[src/rtl/rational_accumulator_add_multiply_assert.svh]
// ----------------------------------------------------------------------------
// Assertion macros for the rational accumulator
// Implication checks with a synchronous reset that disables them.
// ----------------------------------------------------------------------------
`ifndef RATIONAL_ACCUMULATOR_ADD_MULTIPLY_ASSERT_SVH
`define RATIONAL_ACCUMULATOR_ADD_MULTIPLY_ASSERT_SVH

// Same-cycle implication.
`define RAAM_ASSERT_SAME(label, clk, rst, ante, cons, msg) \
   label: assert property (@(posedge clk) disable iff (rst) (ante) |-> (cons)) \
      else $error(msg);

// Next-cycle implication.
`define RAAM_ASSERT_NEXT(label, clk, rst, ante, cons, msg) \
   label: assert property (@(posedge clk) disable iff (rst) (ante) |=> (cons)) \
      else $error(msg);

`endif

[src/rtl/raam_pkg.sv]
// ----------------------------------------------------------------------------
// raam_pkg
// Shared command codes, datapath operations and control structs.
// ----------------------------------------------------------------------------
`default_nettype none
package raam_pkg;

   // Item commands
   localparam logic [1:0] CMD_LOAD = 2'd0;
   localparam logic [1:0] CMD_ADD  = 2'd1;
   localparam logic [1:0] CMD_MUL  = 2'd2;
   localparam logic [1:0] CMD_NONE = 2'd3;

   // Result status codes
   localparam logic [1:0] ST_OK   = 2'd0;
   localparam logic [1:0] ST_ZDEN = 2'd1;
   localparam logic [1:0] ST_OVF  = 2'd2;

   typedef logic [3:0] op_type;

   localparam op_type OP_IDLE       = 4'd0;
   localparam op_type OP_LATCH      = 4'd1;
   localparam op_type OP_MUL0       = 4'd2;
   localparam op_type OP_MUL1       = 4'd3;
   localparam op_type OP_FORM       = 4'd4;
   localparam op_type OP_ZERO       = 4'd5;
   localparam op_type OP_GCD_INIT   = 4'd6;
   localparam op_type OP_GCD_STEP   = 4'd7;
   localparam op_type OP_DIV_N_INIT = 4'd8;
   localparam op_type OP_DIV_D_INIT = 4'd9;
   localparam op_type OP_DIV_STEP   = 4'd10;
   localparam op_type OP_SAVE_QD    = 4'd11;
   localparam op_type OP_FINISH     = 4'd12;

   typedef struct packed {
      op_type     op;
      logic       commit;
      logic [1:0] code;
   } dp_cmd_type;

   typedef struct packed {
      logic [1:0] cmd;
      logic       d_zero;
      logic       rn_zero;
      logic       gcd_done;
      logic       div_done;
      logic       fits;
   } dp_stat_type;

endpackage
`default_nettype wire

[src/rtl/raam_ctrl.sv]
// ----------------------------------------------------------------------------
// raam_ctrl
// Sequencer that steps the datapath through one word at a time.
// ----------------------------------------------------------------------------
`default_nettype none
module raam_ctrl (
   input  logic                  clock,
   input  logic                  reset,
   input  logic                  req_valid,
   output logic                  req_stall,
   output logic                  rsp_valid,
   input  logic                  rsp_stall,
   output raam_pkg::dp_cmd_type  dp_cmd,
   input  raam_pkg::dp_stat_type dp_stat
);
   import raam_pkg::*;

   localparam logic [3:0] S_IDLE   = 4'd0;
   localparam logic [3:0] S_DECIDE = 4'd1;
   localparam logic [3:0] S_MUL1   = 4'd2;
   localparam logic [3:0] S_FORM   = 4'd3;
   localparam logic [3:0] S_ZCHK   = 4'd4;
   localparam logic [3:0] S_GCD    = 4'd5;
   localparam logic [3:0] S_DIVN   = 4'd6;
   localparam logic [3:0] S_DIVD   = 4'd7;
   localparam logic [3:0] S_FIN    = 4'd8;
   localparam logic [3:0] S_OUT    = 4'd9;

   logic [3:0] state_ff, state_in;

   always_ff @(posedge clock) begin
      if (reset) state_ff <= S_IDLE;
      else       state_ff <= state_in;
   end

   always_comb begin
      state_in      = state_ff;
      dp_cmd.op     = OP_IDLE;
      dp_cmd.commit = 1'b0;
      dp_cmd.code   = ST_OK;
      unique case (state_ff)
         S_IDLE: begin
            if (req_valid) begin
               dp_cmd.op = OP_LATCH;
               state_in  = S_DECIDE;
            end
         end
         S_DECIDE: begin
            if (dp_stat.cmd == CMD_NONE) begin
               dp_cmd.op = OP_FINISH;
               state_in  = S_OUT;
            end else if (dp_stat.d_zero) begin
               dp_cmd.op   = OP_FINISH;
               dp_cmd.code = ST_ZDEN;
               state_in    = S_OUT;
            end else if (dp_stat.cmd == CMD_LOAD) begin
               dp_cmd.op = OP_FORM;
               state_in  = S_ZCHK;
            end else begin
               dp_cmd.op = OP_MUL0;
               state_in  = (dp_stat.cmd == CMD_ADD) ? S_MUL1 : S_FORM;
            end
         end
         S_MUL1: begin
            dp_cmd.op = OP_MUL1;
            state_in  = S_FORM;
         end
         S_FORM: begin
            dp_cmd.op = OP_FORM;
            state_in  = S_ZCHK;
         end
         S_ZCHK: begin
            if (dp_stat.rn_zero) begin
               dp_cmd.op = OP_ZERO;
               state_in  = S_FIN;
            end else begin
               dp_cmd.op = OP_GCD_INIT;
               state_in  = S_GCD;
            end
         end
         S_GCD: begin
            if (dp_stat.gcd_done) begin
               dp_cmd.op = OP_DIV_N_INIT;
               state_in  = S_DIVN;
            end else begin
               dp_cmd.op = OP_GCD_STEP;
            end
         end
         S_DIVN: begin
            if (dp_stat.div_done) begin
               dp_cmd.op = OP_DIV_D_INIT;
               state_in  = S_DIVD;
            end else begin
               dp_cmd.op = OP_DIV_STEP;
            end
         end
         S_DIVD: begin
            if (dp_stat.div_done) begin
               dp_cmd.op = OP_SAVE_QD;
               state_in  = S_FIN;
            end else begin
               dp_cmd.op = OP_DIV_STEP;
            end
         end
         S_FIN: begin
            dp_cmd.op     = OP_FINISH;
            dp_cmd.commit = dp_stat.fits;
            dp_cmd.code   = dp_stat.fits ? ST_OK : ST_OVF;
            state_in      = S_OUT;
         end
         S_OUT: begin
            if (!rsp_stall) state_in = S_IDLE;
         end
         default: state_in = S_IDLE;
      endcase
   end

   assign req_stall = (state_ff != S_IDLE);
   assign rsp_valid = (state_ff == S_OUT);

endmodule
`default_nettype wire

[config.mk]
export PLATFORM = sky130hd
export DESIGN_NAME = raam_ctrl
export DESIGN_NICKNAME = d
export VERILOG_FILES = /design/src/rtl/rational_accumulator_add_multiply_assert.svh /design/src/rtl/raam_pkg.sv /design/src/rtl/raam_ctrl.sv
export SDC_FILE = /design/constraint.sdc
export NUM_CORES = 1
export LEC_CHECK = 0
export BUFFER_PORTS_ARGS = -buffer_cell sky130_fd_sc_hd__buf_4
export CAP_MARGIN = 10
export CORE_AREA = 2 2 39 41
export DETAILED_ROUTE_END_ITERATION = 6
export DIE_AREA = 0 0 41 43
export GPL_ROUTABILITY_DRIVEN = 0
export HOLD_SLACK_MARGIN = 0.12
export MAX_ROUTING_LAYER = met4
export PLACE_DENSITY = 0.72
export SYNTH_ARGS = -nofsm -noshare
export SYNTH_HDL_FRONTEND = slang
export SYNTH_SLANG_ARGS = --single-unit
[constraint.sdc]
create_clock -name clock -period 4.1 [get_ports clock]
set_clock_uncertainty 0.05 [all_clocks]
set_input_delay 0.82 -clock clock [delete_from_list [all_inputs] [get_ports clock]]
set_output_delay 0.82 -clock clock [all_outputs]
set_load 0.02 [all_outputs]
==> After elaboration in Yosys (flattened, before gate mapping) <==
Index checks and enable logic that the tools add are counted.
{ "classes": {"n_eq_ne": 16, "n_mux": 25, "n_reduce_logical": 4} }
{ "op_table": {"columns": ["operator", "count"], "rows": [
  ["4-bit two-way mux", 11],
  ["4-bit one-hot mux with 10 select lines", 1],
  ["4-bit one-hot mux with 9 select lines", 1],
  ["4-bit by 3-bit equality test with 1-bit output, second input constant", 4],
  ["2-bit inequality test, second input constant", 5],
  ["4-bit by 2-bit equality test with 1-bit output, second input constant", 2],
  ["4-bit equality test, second input constant", 2],
  ["1-bit two-way mux", 6],
  ["2-bit two-way mux", 3],
  ["3-bit two-way mux", 2],
  ["5-bit AND reduction", 1],
  ["4-bit by 1-bit equality test with 1-bit output, second input constant", 1],
  ["4-bit logical NOT", 1],
  ["2-bit one-hot mux with 2 select lines", 1],
  ["4-bit nonzero test", 1],
  ["2-bit by 1-bit equality test with 1-bit output, second input constant", 1],
  ["2-bit equality test, second input constant", 1],
  ["2-bit logical NOT", 1]
]} }
{ "totals": {"ff_bits": 4, "input_bits": 11, "out_inout_bits": 9, "word_cells": 46} }

==> Depth between registers and ports, before layout <==
{ "depth": {"word_depth": 6, "mapped_depth": 6, "ltp_nobuf": 4} }

==> Worst setup path after synthesis <==
Ideal clock, no wire load.
{ "synth_path": {"path_kind": "input -> output", "start": "input port dp_stat[5] (netlist bit)", "end": "output port dp_cmd[4] (netlist bit)", "t_arrival_ns": 1.850, "required_ns": 3.230, "setup_slack_ns": 1.380, "stages": 3, "path_buffers": 0, "path_cell_list": "xnor2_1 or3_1 a221oi_1"} }
{ "synth_lines": {"columns": ["item", "line", "source"], "rows": [
  ["from (decl)", "raam_ctrl.sv:14", "input raam_pkg::dp_stat_type dp_stat"],
  ["to (decl)", "raam_ctrl.sv:13", "output raam_pkg::dp_cmd_type dp_cmd,"]
]} }

==> results_tabular.tex <==
\begin{tabular}{lr}
\hline
Metric & Value \\
\hline
\multicolumn{2}{l}{\textbf{Outcome}} \\
\quad Status & finished, final reports clean \\
\multicolumn{2}{l}{\textbf{Final layout}} \\
\quad Count of antenna diodes in the layout & 0 \\
\quad Signed area change from the synthesized netlist to the final layout & 26.7\% \\
\quad Flip-flop count of the largest register after layout & 4 \\
\quad Largest registers ranked by flip-flop count & state\_ff x4 \\
\quad Register with the most flip-flops & state\_ff \\
\quad Share of layout cells above drive strength 1 & 28.7\% \\
\quad Final cell count without fillers & 110 \\
\quad Nets@finish & 107 \\
\multicolumn{2}{l}{\textbf{Clock network}} \\
\quad Post-CTS Repair Setup Buffers & 0 \\
\quad Clock latency on the worst-skew pair & 230 ps \\
\quad Level count of the clock H-tree & 1 \\
\quad Number of buffers created by CTS & 3 \\
\quad TritonCTS clock tree & built \\
\quad Count of cells resized by post-cts repair & 0 \\
\quad Max clock buf depth & 2 \\
\quad Clock-pin slew on the worst setup and hold paths & 40 ps \\
\quad Clock tree root buffer cell & sky130\_fd\_sc\_hd\_\_clkbuf\_4 \\
\quad CTS hold repair buffers & 0 \\
\quad Clock net sink count & 4 \\
\multicolumn{2}{l}{\textbf{Detailed routing}} \\
\quad Via count normalized by instance count & 5.63 \\
\quad DRT Wirelength & 1430 microns \\
\quad Drc violations & 0 \\
\quad Number of iterations in the first detailed-routing pass & 4 \\
\quad WL per Instance & 13.0 microns \\
\quad Number of nets with antenna violations after detailed routing & 0 \\
\quad Vias & 619 \\
\quad DR iter-0 viols & 16 \\
\multicolumn{2}{l}{\textbf{Timing}} \\
\quad Final-layout worst hold slack & 748 ps \\
\quad RSZ-0062 raised after global routing & no \\
\quad Pins Over Slew Limit & 0 \\
\quad Post-Route Setup TNS & 0 ps \\
\quad Fmax achieved & 349 MHz \\
\quad Final hold vios & 0 \\
\quad Relative slew margins & 58.6\% \\
\quad Final period demand of the worst path & 2860 ps \\
\quad Post-route setup slack & 1240 ps \\
\quad Setup violation total in the final timing report & 0 \\
\quad Final worst-path cycle share & 69.8\% \\
\quad Actual slew at the worst max-slew pin & 621 ps \\
\multicolumn{2}{l}{\textbf{Placement}} \\
\quad HPWL Detailed & 961 microns \\
\quad Number of placed cells counting well taps & 107 \\
\quad Port Buffers & 19 \\
\quad Post-placement setup slack & 1330 ps \\
\multicolumn{2}{l}{\textbf{Power}} \\
\quad Leakage power of the design & 0.277 nW \\
\quad Peak supply drop & 119 uV \\
\quad Pwr per Cell Area & 333 nW/um\^{}2 \\
\multicolumn{2}{l}{\textbf{Yosys}} \\
\quad Number of enable flip-flop cells after synthesis & 0 \\
\quad Number of warnings issued by yosys & 0 \\
\quad Fraction of synthesized cell area taken by the top area cell type & 14.4\% \\
\quad Post-synth ARST share & 0\% \\
\quad Synth Flop Type & sky130\_fd\_sc\_hd\_\_dfxtp\_1 \\
\quad Seq/Total Area, Yosys & 14.4\% \\
\quad Most repeated cell in the gate-level netlist after synthesis & sky130\_fd\_sc\_hd\_\_nor2\_1 \\
\quad Ranking of synthesized cells by area & sky130\_fd\_sc\_hd\_\_dfxtp\_1 14\%, sky130\_fd\_sc\_hd\_\_nor2\_1 7.4\%, sky130\_fd\_sc\_hd\_\_o21ai\_0 6.3\% \\
\quad Leading post-synthesis cells by instance count & 11 x sky130\_fd\_sc\_hd\_\_nor2\_1, 7 x sky130\_fd\_sc\_hd\_\_o21ai\_0, 6 x sky130\_fd\_sc\_hd\_\_a21oi\_1 \\
\quad Number of synthesized register bits & 4 \\
\quad Synth area leader & sky130\_fd\_sc\_hd\_\_dfxtp\_1 \\
\quad Syn\_nets & 90 \\
\quad Gate Count Post-Synth & 79 \\
\quad Average size of a mapped cell & 7.05 sq um \\
\quad Cell Area, Synth & 557 sq um \\
\quad Synth unique cells & 38 \\
\multicolumn{2}{l}{\textbf{Floorplanning}} \\
\quad Width of the chip & 41 microns \\
\quad Number of placement rows & 14 \\
\quad I/O pin count & 20 \\
\quad Area inside the core boundary & 1380 sq um \\
\quad Die extent in y & 43 microns \\
\quad Area of the die & 1760 sq um \\
\quad Effective utilization at floorplan & 40.2\% \\
\multicolumn{2}{l}{\textbf{Critical path}} \\
\quad Data required time at the worst endpoint & 3230 ps \\
\quad Type of the worst setup path & flip-flop to primary output \\
\quad Worst endpoint data arrival time & 1990 ps \\
\quad Endpoint kind of the worst setup timing path & primary output \\
\quad Startpoint Class & flip-flop \\
\quad Worst-path fanout max & 19 \\
\multicolumn{2}{l}{\textbf{Global routing}} \\
\quad Maximum number of pins on one net before global-route repair & 21 \\
\quad Remaining global-route overflow & 0 \\
\quad GRT Total Usage & 17.9\% \\
\quad Via count of the first global-routing pass & 534 \\
\quad Wire length of the first global-routing pass & 2200 microns \\
\quad Number of antenna violations at the first check in global routing & 0 \\
\multicolumn{2}{l}{\textbf{Flow run}} \\
\quad Number of maximum-capacitance constraint violations & 0 \\
\multicolumn{2}{l}{\textbf{Worst hold path}} \\
\quad Path type of the worst min-delay path & primary input to flip-flop \\
\hline
\end{tabular}
[cells in the final DEF (no fill, tap or decap), types with 3 or more instances in the layout]
cell type,synthesis,final
sky130_fd_sc_hd__dfxtp_1,4,4
sky130_fd_sc_hd__inv_1,5,5
sky130_fd_sc_hd__nor2_1,11,11
sky130_fd_sc_hd__clkbuf_4,0,3
sky130_fd_sc_hd__a21oi_1,6,6
sky130_fd_sc_hd__nand2_1,3,3
sky130_fd_sc_hd__nor3_1,3,3
sky130_fd_sc_hd__o21ai_0,7,7
sky130_fd_sc_hd__buf_4,0,19
[worst paths after layout]
kind                                  start     endpoint  slack (ps)  cells after the start
worst max-delay path            state_ff[0]    dp_cmd[3]        1240                      4
worst min-delay path                  reset  state_ff[3]         750                      2
worst max register to register  state_ff[0]  state_ff[2]        2070                      4
worst min register to register  state_ff[0]  state_ff[2]         780                      2
[cells by family (layout without fill, tap and decap cells)]
kind of cell / Yosys count / count (layout) / synth area share [%]
DFF: 4 / 4 / 14.4
and+or+nand+nor: 31 / 31 / 32.1
AOI/OAI and AO/OA: 29 / 29 / 38.4
muxes: 2 / 2 / 3.60
xor gates and xnor gates: 1 / 1 / 1.57
buffers and inverters: 12 / 27 / 9.89
[stage by stage]
stage / power, mW / area, sq um / util (%)
after floorplan: 0.147 / 557 / -
after global placement: 0.186 / 683 / 49.4
after detailed placement: 0.186 / 683 / 49.4
after CTS: 0.236 / 706 / 51.0
after global routing: 0.253 / 706 / 51.0
final: 0.235 / 706 / 51.0
[area by class of cell]
type	instances	area [sq um]
inverter	5	18.8
multi-input combinational	63	422
timing repair buffer	19	143
tap	16	20.0
clock buffer	3	22.5
fill	149	678
sequential	4	80.1
[layer usage]
metal / vias to the layer above / GRT usage, % / routed length (microns)
met5: - / - / 0
met4: 0 / 8.00 / 0
met2: 17 / 29.4 / 758
met1: 274 / 21.0 / 596
li1: 328 / - / -
met3: 0 / 1.57 / 78
[power breakdown]
part | total, mW | leakage [nW] | switching [mW] | internal (mW)
sequential | 0.0666 | 0.0328 | 0.0228 | 0.0438
combinational | 0.120 | 0.230 | 0.0608 | 0.0593
clock | 0.0481 | 0.0138 | 0.0154 | 0.0327
[critical path, stage by stage (launching register included)]
cell and delay [ps]:
sky130_fd_sc_hd__dfxtp_1 710, sky130_fd_sc_hd__or3b_4 470, sky130_fd_sc_hd__a311o_1 320, sky130_fd_sc_hd__o41ai_1 60
sky130_fd_sc_hd__buf_4 200
Power figures use the tool's default switching activity.
